`src/cft_pkg.sv`:
```
// Shared types and constants for the CSV field tokenizer.
// No dependencies; cft_front, cft_back and the top level import this package.
`timescale 1ns / 1ps
`default_nettype none

package cft_pkg;

    // Character codes the scanner reacts to.
    localparam logic [7:0] CH_EOD   = 8'h00;
    localparam logic [7:0] CH_TAB   = 8'h09;
    localparam logic [7:0] CH_NL    = 8'h0A;
    localparam logic [7:0] CH_SPACE = 8'h20;
    localparam logic [7:0] CH_QUOTE = 8'h22;
    localparam logic [7:0] CH_COMMA = 8'h2C;

    // Default depth of the trailing-whitespace hold.
    localparam int HOLD_DEPTH_DEF = 16;

    // Depth of the command queue between front and back.
    localparam int CMD_FIFO_DEPTH = 4;

    // Saturation limits of the counters.
    localparam logic [15:0] LINES_MAX  = 16'hFFFF;
    localparam logic [7:0]  FIELDS_MAX = 8'hFF;

    typedef enum logic [1:0] {
        MODE_DATA   = 2'd0,
        MODE_QUOTED = 2'd1,
        MODE_QSEEN  = 2'd2
    } t_parse_mode;

    typedef enum logic {
        PH_QUOTE = 1'b0,
        PH_WS    = 1'b1
    } t_back_phase;

    // One result record as it leaves the block.
    typedef struct packed {
        logic [7:0]  widest_line;
        logic [15:0] line_total;
        logic        hold_overflow;
        logic        doc_end;
        logic        line_end;
        logic        field_end;
        logic        byte_valid;
        logic [7:0]  out_byte;
    } t_result;

endpackage

`default_nettype wire

```
`src/cft_cmd_fifo.sv`:
```
// Small command queue that decouples the tokenizer front from its back.
// Depends on nothing but its parameters.
`timescale 1ns / 1ps
`default_nettype none

module cft_cmd_fifo #(
    parameter int WIDTH = 8,
    parameter int DEPTH = 4
) (
    input  wire logic             i_clk,
    input  wire logic             i_rst_n,
    input  wire logic             i_push,
    input  wire logic [WIDTH-1:0] i_data,
    output logic                  o_full,
    input  wire logic             i_pop,
    output logic                  o_valid,
    output logic [WIDTH-1:0]      o_data
);

    localparam int PW = (DEPTH > 1) ? $clog2(DEPTH) : 1;
    localparam int CW = $clog2(DEPTH + 1);

    logic [WIDTH-1:0] r_mem [DEPTH];
    logic [PW-1:0]    r_wr_ptr;
    logic [PW-1:0]    r_rd_ptr;
    logic [CW-1:0]    r_count;
    logic             do_push;
    logic             do_pop;

    assign o_full  = (r_count == CW'(DEPTH));
    assign o_valid = (r_count != '0);
    assign o_data  = r_mem[r_rd_ptr];
    assign do_push = i_push && !o_full;
    assign do_pop  = i_pop && o_valid;

    function automatic logic [PW-1:0] ptr_inc(input logic [PW-1:0] p);
        ptr_inc = (p == PW'(DEPTH - 1)) ? '0 : PW'(p + 1'b1);
    endfunction

    always_ff @(posedge i_clk) begin
        if (do_push) begin
            r_mem[r_wr_ptr] <= i_data;
        end
    end

    always_ff @(posedge i_clk) begin
        if (!i_rst_n) begin
            r_wr_ptr <= '0;
            r_rd_ptr <= '0;
            r_count  <= '0;
        end else begin
            if (do_push) begin
                r_wr_ptr <= ptr_inc(r_wr_ptr);
            end
            if (do_pop) begin
                r_rd_ptr <= ptr_inc(r_rd_ptr);
            end
            if (do_push && !do_pop) begin
                r_count <= CW'(r_count + 1'b1);
            end else if (do_pop && !do_push) begin
                r_count <= CW'(r_count - 1'b1);
            end
        end
    end

endmodule

`default_nettype wire

```
`src/cft_front.sv`:
```
// Front end of the tokenizer: scans raw bytes, keeps parse and hold state,
// and turns each byte into at most one command. Uses cft_pkg.
`timescale 1ns / 1ps
`default_nettype none

module cft_front #(
    parameter int HOLD_DEPTH = cft_pkg::HOLD_DEPTH_DEF,
    parameter int CMD_W      = 64
) (
    input  wire logic             i_clk,
    input  wire logic             i_rst_n,
    input  wire logic             i_valid,
    output logic                  o_ready,
    input  wire logic [7:0]       i_byte,
    output logic                  o_cmd_push,
    output logic [CMD_W-1:0]      o_cmd,
    input  wire logic             i_cmd_full
);

    import cft_pkg::*;

    localparam int CW = $clog2(HOLD_DEPTH + 1);
    localparam int IW = (HOLD_DEPTH > 1) ? $clog2(HOLD_DEPTH) : 1;

    t_parse_mode           r_mode, n_mode;
    logic                  r_started, n_started;
    logic                  r_quoted, n_quoted;
    logic                  r_prevq, n_prevq;
    logic                  r_qheld, n_qheld;
    logic [CW-1:0]         r_count, n_count;
    logic [HOLD_DEPTH-1:0] r_tabs, n_tabs;
    logic [7:0]            r_fil, n_fil;
    logic [7:0]            r_max, n_max;
    logic [15:0]           r_lines, n_lines;

    logic          accept;
    logic          is_ws, is_q, is_tab;
    logic          raw, sep, qdoc;
    logic          cmd_q, cmd_fovf, cmd_tail_en;
    logic [CW-1:0] cmd_cnt;
    t_result       cmd_tail;
    logic [15:0]   lines_inc;
    logic [7:0]    fil_inc;
    logic [7:0]    max_new;

    assign o_ready = !i_cmd_full;
    assign accept  = i_valid && !i_cmd_full;
    assign is_q    = (i_byte == CH_QUOTE);
    assign is_tab  = (i_byte == CH_TAB);
    assign is_ws   = (i_byte == CH_SPACE) || is_tab;

    assign lines_inc = (r_lines != LINES_MAX) ? 16'(r_lines + 1'b1) : r_lines;
    assign fil_inc   = (r_fil != FIELDS_MAX) ? 8'(r_fil + 1'b1) : r_fil;
    assign max_new   = (fil_inc > r_max) ? fil_inc : r_max;

    // Mode scanner: find separators, raw field bytes and a document end inside quotes.
    always_comb begin
        n_mode = r_mode;
        raw    = 1'b0;
        sep    = 1'b0;
        qdoc   = 1'b0;
        case (r_mode)
            MODE_QUOTED: begin
                if (is_q) begin
                    n_mode = MODE_QSEEN;
                    raw    = 1'b1;
                end else if (i_byte == CH_EOD) begin
                    n_mode = MODE_DATA;
                    qdoc   = 1'b1;
                end else begin
                    raw = 1'b1;
                end
            end
            default: begin
                if (r_mode == MODE_QSEEN && is_q) begin
                    n_mode = MODE_QUOTED;
                    raw    = 1'b1;
                end else if (is_q) begin
                    n_mode = MODE_QUOTED;
                    raw    = 1'b1;
                end else begin
                    n_mode = MODE_DATA;
                    if (i_byte == CH_EOD || i_byte == CH_NL || i_byte == CH_COMMA) begin
                        sep = 1'b1;
                    end else begin
                        raw = 1'b1;
                    end
                end
            end
        endcase
    end

    always_comb begin
        n_started   = r_started;
        n_quoted    = r_quoted;
        n_prevq     = r_prevq;
        n_qheld     = r_qheld;
        n_count     = r_count;
        n_tabs      = r_tabs;
        n_fil       = r_fil;
        n_max       = r_max;
        n_lines     = r_lines;
        cmd_q       = 1'b0;
        cmd_fovf    = 1'b0;
        cmd_cnt     = '0;
        cmd_tail_en = 1'b0;
        cmd_tail    = '0;

        if (raw) begin
            n_prevq = is_q;
            if (!r_started) begin
                if (is_q) begin
                    n_quoted = 1'b1;
                end else if (!is_ws) begin
                    cmd_tail_en         = 1'b1;
                    cmd_tail.out_byte   = i_byte;
                    cmd_tail.byte_valid = 1'b1;
                    n_started           = 1'b1;
                end
            end else if (is_q && r_prevq) begin
                // Second quote of an escaped pair is dropped.
            end else if (is_ws) begin
                if (r_count == CW'(HOLD_DEPTH)) begin
                    // Hold full: push out any held quote and the oldest entry.
                    cmd_q    = r_qheld;
                    cmd_fovf = 1'b1;
                    cmd_cnt  = CW'(1);
                    n_qheld  = 1'b0;
                    n_tabs   = r_tabs >> 1;
                    n_tabs[HOLD_DEPTH-1] = is_tab;
                end else begin
                    n_tabs[r_count[IW-1:0]] = is_tab;
                    n_count = CW'(r_count + 1'b1);
                end
            end else if (is_q && r_quoted) begin
                cmd_q   = r_qheld;
                cmd_cnt = r_count;
                n_qheld = 1'b1;
                n_count = '0;
            end else begin
                cmd_q               = r_qheld;
                cmd_cnt             = r_count;
                cmd_tail_en         = 1'b1;
                cmd_tail.out_byte   = i_byte;
                cmd_tail.byte_valid = 1'b1;
                n_qheld             = 1'b0;
                n_count             = '0;
            end
        end else if (sep) begin
            n_started          = 1'b0;
            n_quoted           = 1'b0;
            n_prevq            = 1'b0;
            n_qheld            = 1'b0;
            n_count            = '0;
            n_max              = max_new;
            cmd_tail_en        = 1'b1;
            cmd_tail.field_end = 1'b1;
            if (i_byte == CH_COMMA) begin
                n_fil = fil_inc;
            end else begin
                cmd_tail.line_end = 1'b1;
                n_lines           = lines_inc;
                n_fil             = '0;
            end
            if (i_byte == CH_EOD) begin
                cmd_tail.doc_end     = 1'b1;
                cmd_tail.line_total  = lines_inc;
                cmd_tail.widest_line = max_new;
                n_fil   = '0;
                n_max   = '0;
                n_lines = '0;
            end
        end else if (qdoc) begin
            // Document ends inside quotes: unfinished field is not counted.
            cmd_tail_en          = 1'b1;
            cmd_tail.line_end    = 1'b1;
            cmd_tail.doc_end     = 1'b1;
            cmd_tail.line_total  = lines_inc;
            cmd_tail.widest_line = r_max;
            n_started = 1'b0;
            n_quoted  = 1'b0;
            n_prevq   = 1'b0;
            n_qheld   = 1'b0;
            n_count   = '0;
            n_fil     = '0;
            n_max     = '0;
            n_lines   = '0;
        end
    end

    assign o_cmd_push = accept && (cmd_q || (cmd_cnt != '0) || cmd_tail_en);
    assign o_cmd      = CMD_W'({cmd_q, cmd_fovf, cmd_cnt, r_tabs, cmd_tail_en, cmd_tail});

    always_ff @(posedge i_clk) begin
        if (accept) begin
            r_tabs <= n_tabs;
        end
    end

    always_ff @(posedge i_clk) begin
        if (!i_rst_n) begin
            r_mode    <= MODE_DATA;
            r_started <= 1'b0;
            r_quoted  <= 1'b0;
            r_prevq   <= 1'b0;
            r_qheld   <= 1'b0;
            r_count   <= '0;
            r_fil     <= '0;
            r_max     <= '0;
            r_lines   <= '0;
        end else if (accept) begin
            r_mode    <= n_mode;
            r_started <= n_started;
            r_quoted  <= n_quoted;
            r_prevq   <= n_prevq;
            r_qheld   <= n_qheld;
            r_count   <= n_count;
            r_fil     <= n_fil;
            r_max     <= n_max;
            r_lines   <= n_lines;
        end
    end

endmodule

`default_nettype wire

```
`src/cft_back.sv`:
```
// Back end of the tokenizer, uses cft_pkg: expands one command into its result
// records, one per cycle while i_ready is high, into a registered output stage.
`timescale 1ns / 1ps
`default_nettype none

module cft_back #(
    parameter int HOLD_DEPTH = cft_pkg::HOLD_DEPTH_DEF,
    parameter int CMD_W      = 64
) (
    input  wire logic             i_clk,
    input  wire logic             i_rst_n,
    input  wire logic             i_cmd_valid,
    input  wire logic [CMD_W-1:0] i_cmd,
    output logic                  o_cmd_pop,
    output logic                  o_valid,
    input  wire logic             i_ready,
    output cft_pkg::t_result      o_res,
    output logic                  o_last
);

    import cft_pkg::*;

    localparam int CW    = $clog2(HOLD_DEPTH + 1);
    localparam int IW    = (HOLD_DEPTH > 1) ? $clog2(HOLD_DEPTH) : 1;
    localparam int RES_W = $bits(t_result);

    t_back_phase           r_phase, n_phase;
    logic [CW-1:0]         r_idx, n_idx;
    logic                  r_valid;
    t_result               r_res;
    logic                  r_last;

    t_result               tail;
    logic                  tail_en;
    logic [HOLD_DEPTH-1:0] tabs;
    logic [CW-1:0]         cnt;
    logic                  fovf;
    logic                  cq;
    logic                  load;
    logic                  sel_quote;
    t_result               cur_res;
    logic                  cur_last;

    assign tail    = t_result'(i_cmd[RES_W-1:0]);
    assign tail_en = i_cmd[RES_W];
    assign tabs    = i_cmd[RES_W+1 +: HOLD_DEPTH];
    assign cnt     = i_cmd[RES_W+1+HOLD_DEPTH +: CW];
    assign fovf    = i_cmd[RES_W+1+HOLD_DEPTH+CW];
    assign cq      = i_cmd[RES_W+2+HOLD_DEPTH+CW];

    assign load      = i_cmd_valid && (!r_valid || i_ready);
    assign o_cmd_pop = load && cur_last;

    // Record selection: held quote first, then held whitespace, then the tail.
    always_comb begin
        cur_res   = '0;
        cur_last  = 1'b0;
        sel_quote = 1'b0;
        case (r_phase)
            PH_QUOTE: sel_quote = cq;
            PH_WS:    sel_quote = 1'b0;
            default:  sel_quote = 1'b0;
        endcase
        if (sel_quote) begin
            cur_res.out_byte      = CH_QUOTE;
            cur_res.byte_valid    = 1'b1;
            cur_res.hold_overflow = fovf;
            cur_last              = (cnt == '0) && !tail_en;
        end else if (r_idx < cnt) begin
            cur_res.out_byte      = tabs[r_idx[IW-1:0]] ? CH_TAB : CH_SPACE;
            cur_res.byte_valid    = 1'b1;
            cur_res.hold_overflow = fovf;
            cur_last              = (CW'(r_idx + 1'b1) == cnt) && !tail_en;
        end else begin
            cur_res  = tail;
            cur_last = 1'b1;
        end
    end

    always_comb begin
        n_phase = r_phase;
        n_idx   = r_idx;
        if (load) begin
            if (cur_last) begin
                n_phase = PH_QUOTE;
                n_idx   = '0;
            end else if (sel_quote) begin
                n_phase = PH_WS;
                n_idx   = '0;
            end else begin
                n_phase = PH_WS;
                n_idx   = CW'(r_idx + 1'b1);
            end
        end
    end

    always_ff @(posedge i_clk) begin
        if (load) begin
            r_res  <= cur_res;
            r_last <= cur_last;
        end
    end

    always_ff @(posedge i_clk) begin
        if (!i_rst_n) begin
            r_phase <= PH_QUOTE;
            r_idx   <= '0;
            r_valid <= 1'b0;
        end else begin
            r_phase <= n_phase;
            r_idx   <= n_idx;
            if (load) begin
                r_valid <= 1'b1;
            end else if (i_ready) begin
                r_valid <= 1'b0;
            end
        end
    end

    assign o_valid = r_valid;
    assign o_res   = r_res;
    assign o_last  = r_last;

endmodule

`default_nettype wire

```
`src/csv_field_tokenizer.sv`:
```
// Top level of the streaming CSV field tokenizer: front scanner, command
// queue and result expander. Depends on cft_pkg, cft_front, cft_cmd_fifo, cft_back.
//
// The slave stream carries one raw document byte per request in s_axis_tdata;
// byte 0 closes the document and all parse state returns to its reset values.
// The master stream carries result records: tdata holds the decoded byte,
// the line count and the widest line, tuser holds the flags, and tlast marks
// the final record that a given input byte produced. A byte may produce no
// record at all (leading blanks, dropped quotes, held trailing blanks) or up
// to HOLD_DEPTH + 2 records when a held run of blanks is released.
// Throughput: the front takes one byte per cycle as long as the command queue
// has room; the back emits one record per cycle while the receiver is ready,
// so the queue absorbs the burst when a byte releases k records.
// With the queue and the output register empty, a byte's command is written
// into the queue when the byte is taken, and its first record is then loaded
// into the output register, from which it is visible.
// Reset is synchronous and active low; it empties the queue and the output
// register. No clearing pass is needed; the hold contents are only read below
// the hold count. When the receiver stalls, the output register holds its
// record, the queue fills, and s_axis_tready falls once the queue is full.
`timescale 1ns / 1ps
`default_nettype none

module csv_field_tokenizer #(
    parameter int HOLD_DEPTH = cft_pkg::HOLD_DEPTH_DEF
) (
    input  wire logic        i_clk,
    input  wire logic        i_rst_n,
    input  wire logic        s_axis_tvalid,
    output logic             s_axis_tready,
    input  wire logic [7:0]  s_axis_tdata,   // [7:0] in_byte
    output logic             m_axis_tvalid,
    input  wire logic        m_axis_tready,
    output logic [31:0]      m_axis_tdata,   // [7:0] out_byte, [23:8] line_total,
                                             // [31:24] widest_line
    output logic [4:0]       m_axis_tuser,   // [0] byte_valid, [1] field_end,
                                             // [2] line_end, [3] doc_end,
                                             // [4] hold_overflow
    output logic             m_axis_tlast
);

    import cft_pkg::*;

    localparam int CW    = $clog2(HOLD_DEPTH + 1);
    localparam int CMD_W = 2 + CW + HOLD_DEPTH + 1 + $bits(t_result);

    logic             cmd_push;
    logic [CMD_W-1:0] cmd_in;
    logic             cmd_full;
    logic             cmd_pop;
    logic             cmd_valid;
    logic [CMD_W-1:0] cmd_out;
    t_result          res;

    cft_front #(
        .HOLD_DEPTH (HOLD_DEPTH),
        .CMD_W      (CMD_W)
    ) u_front (
        .i_clk      (i_clk),
        .i_rst_n    (i_rst_n),
        .i_valid    (s_axis_tvalid),
        .o_ready    (s_axis_tready),
        .i_byte     (s_axis_tdata),
        .o_cmd_push (cmd_push),
        .o_cmd      (cmd_in),
        .i_cmd_full (cmd_full)
    );

    cft_cmd_fifo #(
        .WIDTH (CMD_W),
        .DEPTH (CMD_FIFO_DEPTH)
    ) u_fifo (
        .i_clk   (i_clk),
        .i_rst_n (i_rst_n),
        .i_push  (cmd_push),
        .i_data  (cmd_in),
        .o_full  (cmd_full),
        .i_pop   (cmd_pop),
        .o_valid (cmd_valid),
        .o_data  (cmd_out)
    );

    cft_back #(
        .HOLD_DEPTH (HOLD_DEPTH),
        .CMD_W      (CMD_W)
    ) u_back (
        .i_clk       (i_clk),
        .i_rst_n     (i_rst_n),
        .i_cmd_valid (cmd_valid),
        .i_cmd       (cmd_out),
        .o_cmd_pop   (cmd_pop),
        .o_valid     (m_axis_tvalid),
        .i_ready     (m_axis_tready),
        .o_res       (res),
        .o_last      (m_axis_tlast)
    );

    assign m_axis_tdata = {res.widest_line, res.line_total, res.out_byte};
    assign m_axis_tuser = {res.hold_overflow, res.doc_end, res.line_end,
                           res.field_end, res.byte_valid};

    // A document end always closes a line and is the final record of its byte.
    a_doc_end_closes : assert property (@(posedge i_clk) disable iff (!i_rst_n)
        m_axis_tvalid && m_axis_tuser[3] |-> m_axis_tuser[2] && m_axis_tlast)
        else $error("doc_end without line_end or tlast");

    // A record is either a field byte or an end mark, never both.
    a_byte_or_mark : assert property (@(posedge i_clk) disable iff (!i_rst_n)
        m_axis_tvalid |-> !(m_axis_tuser[0] && (m_axis_tuser[1] || m_axis_tuser[2])))
        else $error("field byte carries an end mark");

    // An early-released hold byte is a field byte and never ends its burst
    // with an end mark.
    a_overflow_is_byte : assert property (@(posedge i_clk) disable iff (!i_rst_n)
        m_axis_tvalid && m_axis_tuser[4] |-> m_axis_tuser[0] && !m_axis_tuser[3])
        else $error("hold_overflow on a record without a byte");

endmodule

`default_nettype wire
```
`config.mk`:
```
export PLATFORM = sky130hd
export DESIGN_NAME = csv_field_tokenizer
export DESIGN_NICKNAME = d
export VERILOG_FILES = /design/src/cft_pkg.sv /design/src/cft_cmd_fifo.sv /design/src/cft_front.sv /design/src/cft_back.sv /design/src/csv_field_tokenizer.sv
export SDC_FILE = /design/constraint.sdc
export NUM_CORES = 1
export LEC_CHECK = 0
export BUFFER_PORTS_ARGS = -buffer_cell sky130_fd_sc_hd__buf_2
export CAP_MARGIN = 40
export CORE_ASPECT_RATIO = 1.75
export CORE_MARGIN = 3
export CORE_UTILIZATION = 60
export DETAILED_ROUTE_END_ITERATION = 12
export HOLD_SLACK_MARGIN = 0.06
export PLACE_DENSITY = 0.85
export SLEW_MARGIN = 10
export SYNTH_ARGS = -nofsm -noshare
export SYNTH_HDL_FRONTEND = slang
export SYNTH_HIERARCHICAL = 1
export SYNTH_SLANG_ARGS = --single-unit
```
`constraint.sdc`:
```
create_clock -name i_clk -period 4.8 [get_ports i_clk]
set_clock_uncertainty 0.2 [all_clocks]
set_input_delay 0.48 -clock i_clk [delete_from_list [all_inputs] [get_ports i_clk]]
set_output_delay 0.48 -clock i_clk [all_outputs]
set_load 0.01 [all_outputs]
```
==> results of run 1 <==
what timing repair did:
action	4_1_cts	5_1_grt
endpoints found under the hold margin	13	0
hold buffers	4	0
setup buffers	0	0
cells in the mapped netlist, types with 7 or more instances:
library cell and count:
sky130_fd_sc_hd__a31oi_1 7, sky130_fd_sc_hd__o21ai_1 8, sky130_fd_sc_hd__xor2_1 9, sky130_fd_sc_hd__nand4_1 10
sky130_fd_sc_hd__a22o_1 13, sky130_fd_sc_hd__and2_1 41, sky130_fd_sc_hd__xnor2_1 8, sky130_fd_sc_hd__and3_1 13
sky130_fd_sc_hd__dfxtp_1 59, sky130_fd_sc_hd__buf_2 18, sky130_fd_sc_hd__a21oi_1 60, sky130_fd_sc_hd__nor3_1 20
sky130_fd_sc_hd__mux2i_1 12, sky130_fd_sc_hd__inv_1 37, sky130_fd_sc_hd__o21ai_0 34, sky130_fd_sc_hd__nand3_1 35
sky130_fd_sc_hd__nor2_1 64, sky130_fd_sc_hd__mux4_2 65, sky130_fd_sc_hd__nand2_1 65, sky130_fd_sc_hd__nor2b_1 16
sky130_fd_sc_hd__edfxtp_1 298, sky130_fd_sc_hd__clkbuf_1 24, sky130_fd_sc_hd__ha_1 26, sky130_fd_sc_hd__or3_1 12
sky130_fd_sc_hd__nand2b_1 8
cell type report:
class | instances | share of cell area (%)
tap | 316 | 2.30
sequential | 357 | 59.0
inverter | 38 | 0.830
clock buffer | 37 | 4.76
timing repair buffer | 77 | 2.77
multi-input combinational | 616 | 28.6
clock inverter | 19 | 1.69
antenna | 1 | 0.0146
per-stage QoR:
stage | setup WS (ps) | util, % | power, µW
2_1_floorplan | 577 | - | 5170
3_3_place_gp | 839 | 62.9 | 5610
3_5_place_dp | 670 | 63.0 | 5710
4_1_cts | 669 | 67.5 | 8410
5_1_grt | 362 | 67.6 | 8660
6_report | 620 | 67.6 | 8350
cells in the final DEF (no fill, tap or decap), types with 13 or more instances in the layout:
cell type	instances
sky130_fd_sc_hd__edfxtp_1	298
sky130_fd_sc_hd__a22o_1	13
sky130_fd_sc_hd__nor3_1	20
sky130_fd_sc_hd__buf_2	51
sky130_fd_sc_hd__nand3_1	35
sky130_fd_sc_hd__clkbuf_16	31
sky130_fd_sc_hd__and2_1	37
sky130_fd_sc_hd__buf_4	20
sky130_fd_sc_hd__ha_1	26
sky130_fd_sc_hd__nor2b_1	16
sky130_fd_sc_hd__inv_1	36
sky130_fd_sc_hd__nor2_1	64
sky130_fd_sc_hd__mux4_2	65
sky130_fd_sc_hd__o21ai_0	34
sky130_fd_sc_hd__and3_1	13
sky130_fd_sc_hd__a21oi_1	59
sky130_fd_sc_hd__dfxtp_1	57
sky130_fd_sc_hd__nand2_1	65
power by group through the flow:
stage	clock network (µW)	registers (µW)	logic, µW
after floorplan	0	4200	974
after global placement	0	4120	1490
after detailed placement	0	4150	1560
after CTS	2730	4100	1580
after global routing	2840	4140	1690
final	2690	4100	1560
routing by layer:
layer | global-route usage, % | vias to the layer above
li1 | - | 4216
met1 | 28.5 | 4735
met5 | 0 | -
met3 | 3.04 | 109
met2 | 46.3 | 433
met4 | 10.6 | 0
sequential cells by signal (all words and copies together), names as in the netlist, 3 cells and up, named ones only:
name and count:
u_back/o_res 37, u_front/r_tabs 16, u_fifo/r_mem 244, u_front/r_max 8, u_back/r_idx 5, u_front/r_count 5, u_front/r_lines 16, u_fifo/r_count 3
u_front/r_fil 8
cells by family (layout without fill, tap and decap cells):
| family | count (synthesis) | after routing | share of synthesized area, % |
|---|---|---|---|
| mux | 81 | 81 | 10.5 |
| flops | 357 | 357 | 64.9 |
| compound gates | 175 | 175 | 7.20 |
| buf+inv | 102 | 171 | 3.56 |
| simple gates | 315 | 315 | 10.6 |
| fa+ha+maj | 27 | 27 | 2.21 |
| xor+xnor | 17 | 17 | 0.955 |
| other cells | 1 | 2 | 0.0240 |
worst paths after layout:
check	slack (ps)	cells past startpoint	end	startpoint
hold / removal	240	2	u_fifo/r_mem[1][5]	s_axis_tdata[5]
setup reg to reg	620	13	u_fifo/r_count[2]	flop
hold reg to reg	300	2	u_front/r_qheld	u_front/r_qheld
setup / recovery	620	13	u_fifo/r_count[2]	flop
==> impl_summary.log, run 1 <==
INFO  metric post-synth-top-area-cell = sky130_fd_sc_hd__edfxtp_1
INFO  metric starting_utilization_of_the_core_area = between 60% and 70%
INFO  metric core.rowCount = slightly below 80
INFO  metric grt_antenna_before_repair = 1
INFO  metric postRouteAntennaNets = 0
INFO  metric cts_buffer_depth = 3
INFO  metric route.detailed.drc = 0
INFO  metric fin_hold_ws = 241 ps
INFO  metric tritoncts = built
INFO  metric syn-cell-area = roughly 16000 µm²
INFO  metric clk-insertion-delay-late = between 500 and 600 ps
INFO  metric classification_of_the_worst_setup_path = reg2reg
INFO  metric cts_resized = 0
INFO  metric switching_power = 2200 µW
INFO  metric postRouteWirelength = roughly 34000 µm
INFO  metric worst-endpoint-arrival = approximately 4500 ps
INFO  metric share_of_layout_cells_above_drive_strength_1 = 18.8%
INFO  metric die_width = between 100 and 150 µm
INFO  metric grt.total_usage = 24.9%
INFO  metric status = complete, no violations
INFO  metric critical_path.cell_chain = mux4_1, nor2b_1, a21o_1, a211oi_1, o21a_1, nor3_1, o31ai_1, ha_1, inv_1, fa_1, xor2_1, or3_1, a21boi_0
INFO  metric final_critical_path_share_of_the_clock_period = between 80 and 90%
INFO  metric category_of_the_worst_setup_path_launch_point = flop
INFO  metric layout.cell_area.non_filler = 17200 µm²
INFO  metric design.die.area = between 20000 and 30000 µm²
INFO  metric clockRootBuffer = sky130_fd_sc_hd__clkbuf_16
INFO  metric crit_family = compound AO/OA/AOI/OAI gates
INFO  metric cts.htree.levels = 1
INFO  metric layout.nets = approximately 1200
INFO  metric unrepaired_setup_endpoints_after_global_routing = no
INFO  metric pin_count_of_the_biggest_net_entering_global_routing = 36
INFO  metric synth_cell_types = between 70 and 80
INFO  metric viasPerCell = between 6 and 7
INFO  metric highest_metal_layer_with_signal_wires = met4
INFO  metric design.portCount = 52
INFO  metric nFillCells = 1654
INFO  metric finalSetupViolations = 0
INFO  metric synth_top_cells_by_area = sky130_fd_sc_hd__edfxtp_1 57%, sky130_fd_sc_hd__mux4_2 9.4%, sky130_fd_sc_hd__dfxtp_1 7.6%
INFO  metric detail_route.wl_per_cell = approximately 23 µm
INFO  metric grt_overflow = 0
INFO  metric worst_path_bufs_invs = 1
INFO  metric max-slew-margin-rel = ~37%
INFO  metric clock.fmax = roughly 0.24 GHz
INFO  metric postPlaceCellArea = roughly 16000 µm²
INFO  metric grt_first_pass_wirelength = about 54000 µm
INFO  metric postSynthRegisterBits = approximately 360
INFO  metric post-place-cells = 1400
INFO  metric number_of_detailed_routing_iterations_run_before_antenna_repair = 6
INFO  metric cap_viol_max_count = 0
INFO  metric power.share.switching = around a quarter
INFO  metric met3_length = approximately 2100 µm
INFO  metric period_needed = between 4000 and 5000 ps
INFO  metric power_per_cell_area = between 400 and 500 nW/µm²
INFO  metric clock_tree_sinks = 357
INFO  metric area.growth.synth_to_final = 10.2%
INFO  metric height_of_the_die = around 220 µm
INFO  metric synthesis.area_per_instance = between 10 and 15 µm²
INFO  metric p_seq_share = between 40 and 50%
INFO  metric critical-path-max-stage-delay = between 600 and 700 ps
INFO  metric tns = 0 ps
INFO  metric stdcell_count = about 1500
INFO  metric clk_transition_reported_paths = ~70 ps
INFO  metric hold_violations = 0
INFO  metric detailroute.wirelength.met2 = 19100 µm
INFO  metric crit_path_max_fanout = 13
INFO  metric async_flop_share = 0%
INFO  metric finalWeightedCongestion = about 0.91
INFO  metric core_area = between 20000 and 30000 µm²
INFO  metric first_global_vias = around 9900
INFO  metric synth_top_cell_area_share = approximately 57%
INFO  metric synth_enable_flop_cells = 298
INFO  metric critPathRequiredTime = between 5000 and 6000 ps
INFO  metric multi_input_combinational_cell_area = a little under 5000 µm²
INFO  metric clockPowerShare = between 30 and 40%
INFO  metric layout.area.seq = between 10000 and 15000 µm²
INFO  metric vias = between 9000 and 10000
INFO  metric synth.net_count = around 1100
INFO  metric cell_internal_pwr = 6150 µW
INFO  metric cts_bufs_inserted = 30
INFO  metric port_buffers = 51
INFO  metric power.ir.vdd_worst = between 0.4 and 0.5 mV
INFO  metric pwr-share-comb = between 10% and 20%
INFO  metric end_kind = flop
INFO  metric yosysWarningCount = 6
INFO  metric hold_class = in2reg
INFO  metric worst_slew_pin_slew = about 940 ps
INFO  metric dp_hpwl = 21400 µm
INFO  metric detail_route.wirelength.met1 = 11500 µm
INFO  metric cpMaxStageDelayCell = sky130_fd_sc_hd__mux4_1
INFO  metric static-leakage-power = 0.00579 µW
INFO  metric seq_total_area_yosys = about two thirds
INFO  metric ys.flop_type = sky130_fd_sc_hd__edfxtp_1
INFO  metric drt_iter0_drc = 1069
INFO  metric report.final.slew_viol_count = 0
INFO  metric postSynthCellCount = around 1100
(Power assumes the default switching activity.)
==> run 2, diff against run 1 <==
- BUFFER_PORTS_ARGS: -buffer_cell sky130_fd_sc_hd__buf_2 -> default
- DONT_BUFFER_PORTS: default -> 1
- PLACE_DENSITY: 0.85 -> 0.84
==> impl_summary.log, run 2 (same netlist as run 1, synthesis figures left out) <==
INFO  metric crit_path_max_fanout = 16 (was 13)
INFO  metric p_seq_share = 52.8% (was 49.1%)
INFO  metric grt_first_pass_wirelength = 51600 µm (was 54000 µm)
INFO  metric design.die.area = 28000 µm² (unchanged)
INFO  metric port_buffers = 0 (was 51)
INFO  metric finalWeightedCongestion = 0.898 (was 0.914)
INFO  metric route.detailed.drc = 0 (unchanged)
INFO  metric clockRootBuffer = sky130_fd_sc_hd__clkbuf_16 (unchanged)
INFO  metric share_of_layout_cells_above_drive_strength_1 = 14.5% (was 18.8%)
INFO  metric power.ir.vdd_worst = 0.328 mV (was 0.430 mV)
INFO  metric max-slew-margin-rel = 40.2% (was 37.5%)
INFO  metric area.growth.synth_to_final = 8.78% (was 10.2%)
INFO  metric viasPerCell = 6.51 (was 6.50)
INFO  metric height_of_the_die = 219 µm (unchanged)
INFO  metric hold_class = in2reg (unchanged)
INFO  metric cts_buffer_depth = 3 (unchanged)
INFO  metric nFillCells = 1682 (was 1654)
INFO  metric cap_viol_max_count = 0 (unchanged)
INFO  metric end_kind = flop (unchanged)
INFO  metric worst-endpoint-arrival = 4440 ps (was 4480 ps)
INFO  metric mostFrequentLayoutCell = sky130_fd_sc_hd__edfxtp_1 (unchanged)
INFO  metric grt.total_usage = 23.8% (was 24.9%)
INFO  metric clockPowerShare = 30.9% (was 32.2%)
INFO  metric pwr-share-comb = 16.3% (was 18.7%)
INFO  metric max_flop_register = u_fifo/r_mem (unchanged)
INFO  metric cell_internal_pwr = 5880 µW (was 6150 µW)
INFO  metric grt_antenna_before_repair = 0 (was 1)
INFO  metric vias = 9233 (was 9493)
INFO  metric pin_count_of_the_biggest_net_entering_global_routing = 35 (was 36)
INFO  metric dp_hpwl = 21800 µm (was 21400 µm)
INFO  metric final_critical_path_share_of_the_clock_period = 86.6% (was 87.1%)
INFO  metric clock_tree_sinks = 357 (unchanged)
INFO  metric finalCoreUtilization = 66.7% (was 67.6%)
INFO  metric core_area = 25400 µm² (unchanged)
INFO  metric postRouteAntennaNets = 0 (unchanged)
INFO  metric drt_iter0_drc = 797 (was 1069)
INFO  metric starting_utilization_of_the_core_area = 61.3% (unchanged)
INFO  metric critPathRequiredTime = 5080 ps (was 5100 ps)
INFO  metric largest_reg_flops = 244 (unchanged)
INFO  metric switching_power = 2130 µW (was 2200 µW)
INFO  metric hold_violations = 0 (unchanged)
INFO  metric number_of_detailed_routing_iterations_run_before_antenna_repair = 6 (unchanged)
INFO  metric tritoncts = built (unchanged)
INFO  metric post_cts.repair.setup_buffers = 0 (unchanged)
INFO  metric category_of_the_worst_setup_path_launch_point = flop (unchanged)
INFO  metric worst_slew_pin_slew = 897 ps (was 938 ps)
INFO  metric grt_overflow = 0 (unchanged)
INFO  metric first_global_vias = 9232 (was 9877)
INFO  metric die_width = 128 µm (unchanged)
INFO  metric layout.area.seq = 10100 µm² (unchanged)
INFO  metric detail_route.wl_per_cell = 23.3 µm (about the same)
INFO  metric unrepaired_setup_endpoints_after_global_routing = no (unchanged)
INFO  metric clock.fmax = 0.241 GHz (was 0.239 GHz)
INFO  metric classification_of_the_worst_setup_path = reg2reg (unchanged)
INFO  metric cts_bufs_inserted = 30 (unchanged)
INFO  metric finalSetupViolations = 0 (unchanged)
INFO  metric power_per_cell_area = 472 nW/µm² (was 486 nW/µm²)
INFO  metric postRouteWirelength = 33100 µm (was 34100 µm)
INFO  metric design.portCount = 52 (unchanged)
INFO  metric tns = 0 ps (unchanged)
INFO  metric power.share.switching = 26.6% (was 26.4%)
INFO  metric static-leakage-power = 0.00557 µW (was 0.00579 µW)
INFO  metric status = complete, no violations (unchanged)
INFO  metric core.rowCount = 77 (unchanged)
INFO  metric layout.nets = 1116 (was 1159)
INFO  metric clk-insertion-delay-late = 550 ps (was 570 ps)
INFO  metric most-common-layout-cells = 298 x sky130_fd_sc_hd__edfxtp_1, 65 x sky130_fd_sc_hd__nand2_1, 65 x sky130_fd_sc_hd__mux4_2 (unchanged)
INFO  metric report.final.slew_viol_count = 0 (unchanged)
INFO  metric cts.htree.levels = 1 (unchanged)
INFO  metric multi_input_combinational_cell_area = 4920 µm² (unchanged)
INFO  metric period_needed = 4160 ps (was 4180 ps)
INFO  metric clk_transition_reported_paths = 70 ps (about the same)
==> run 2: changes by cell type in the layout (fill, tap and decap cells not counted), sizes merged <==
| cell | previous run | this run |
|---|---|---|
| dlygate4sd3 | 4 | 11 |
| buf | 73 | 23 |
| bufinv | 7 | 4 |
| clkbuf | 37 | 35 |
| clkinv | 8 | 11 |
| clkinvlp | 3 | 5 |
==> run 2: final cells by class <==
cell class / instances / share of cell area [%]
Timing Repair Buffer: 34 / 2.08
Sequential cell: 357 / 59.7
Antenna cell: 1 / 0.0147
Tap cell: 316 / 2.33
Multi-Input combinational cell: 616 / 29.0
Clock buffer: 35 / 4.66
Clock inverter: 21 / 1.33
Inverter: 38 / 0.841
==> run 2: path summary, 6_finish.rpt <==
kind / from / to / slack, ps / depth (start not counted)
min reg2reg: u_front/r_fil[6] / u_front/r_fil[6] / 300 / 2
max reg2reg: flop / u_fifo/r_count[2] / 640 / 13
min: i_rst_n / u_front/r_fil[6] / 70 / 3
max: flop / u_fifo/r_count[2] / 640 / 13
==> run 2: repair_timing <==
item,CTS,global route
hold buffers,10,1
hold endpoints to repair,49,3
setup endpoints to repair,0,0
gates resized for setup,0,0
==> run 2: per-stage QoR <==
| step | area (µm²) | hold slack [ps] | instances | total power, µW | setup WS [ps] |
|---|---|---|---|---|---|
| 6_report | 17000 | 71.4 | 1418 | 8010 | 643 |
| 5_1_grt | 17000 | 91.9 | 1417 | 8290 | 406 |
| 4_1_cts | 16900 | 61.4 | 1415 | 8060 | 680 |
| 3_5_place_dp | 15800 | 281 | 1349 | 5580 | 707 |
| 3_3_place_gp | 15800 | 258 | 1347 | 5490 | 848 |
| 2_1_floorplan | 15600 | 242 | 1075 | 5170 | 577 |
==> run 2: power by group through the flow <==
| stage | combinational (µW) | sequential [µW] | clock (µW) |
|---|---|---|---|
| after global placement | 1220 | 4270 | 0 |
| final | 1310 | 4230 | 2480 |
| after floorplan | 974 | 4200 | 0 |
| after global routing | 1410 | 4270 | 2610 |
| after CTS | 1310 | 4240 | 2510 |
| after detailed placement | 1290 | 4290 | 0 |
==> run 2: worst max-delay path, cell delays in order (launching register included) <==
cell and delay, ps:
sky130_fd_sc_hd__dfxtp_4 540, sky130_fd_sc_hd__mux4_1 670, sky130_fd_sc_hd__nor2b_1 180, sky130_fd_sc_hd__a21o_1 150, sky130_fd_sc_hd__a211oi_1 530, sky130_fd_sc_hd__o21a_1 230, sky130_fd_sc_hd__nor3_1 70, sky130_fd_sc_hd__o31ai_1 170
sky130_fd_sc_hd__ha_1 280, sky130_fd_sc_hd__inv_1 70, sky130_fd_sc_hd__fa_1 370, sky130_fd_sc_hd__xor2_1 150, sky130_fd_sc_hd__or3_1 300, sky130_fd_sc_hd__a21boi_0 160
==> run 2: metal layers <==
| metal | track usage, % | wire length [µm] | up-vias |
|---|---|---|---|
| met5 | 0 | 0 | - |
| met4 | 9.56 | 1420 | 0 |
| met3 | 3.34 | 1890 | 106 |
| met2 | 43.7 | 18100 | 362 |
| met1 | 27.9 | 11600 | 4640 |
| li1 | - | - | 4125 |
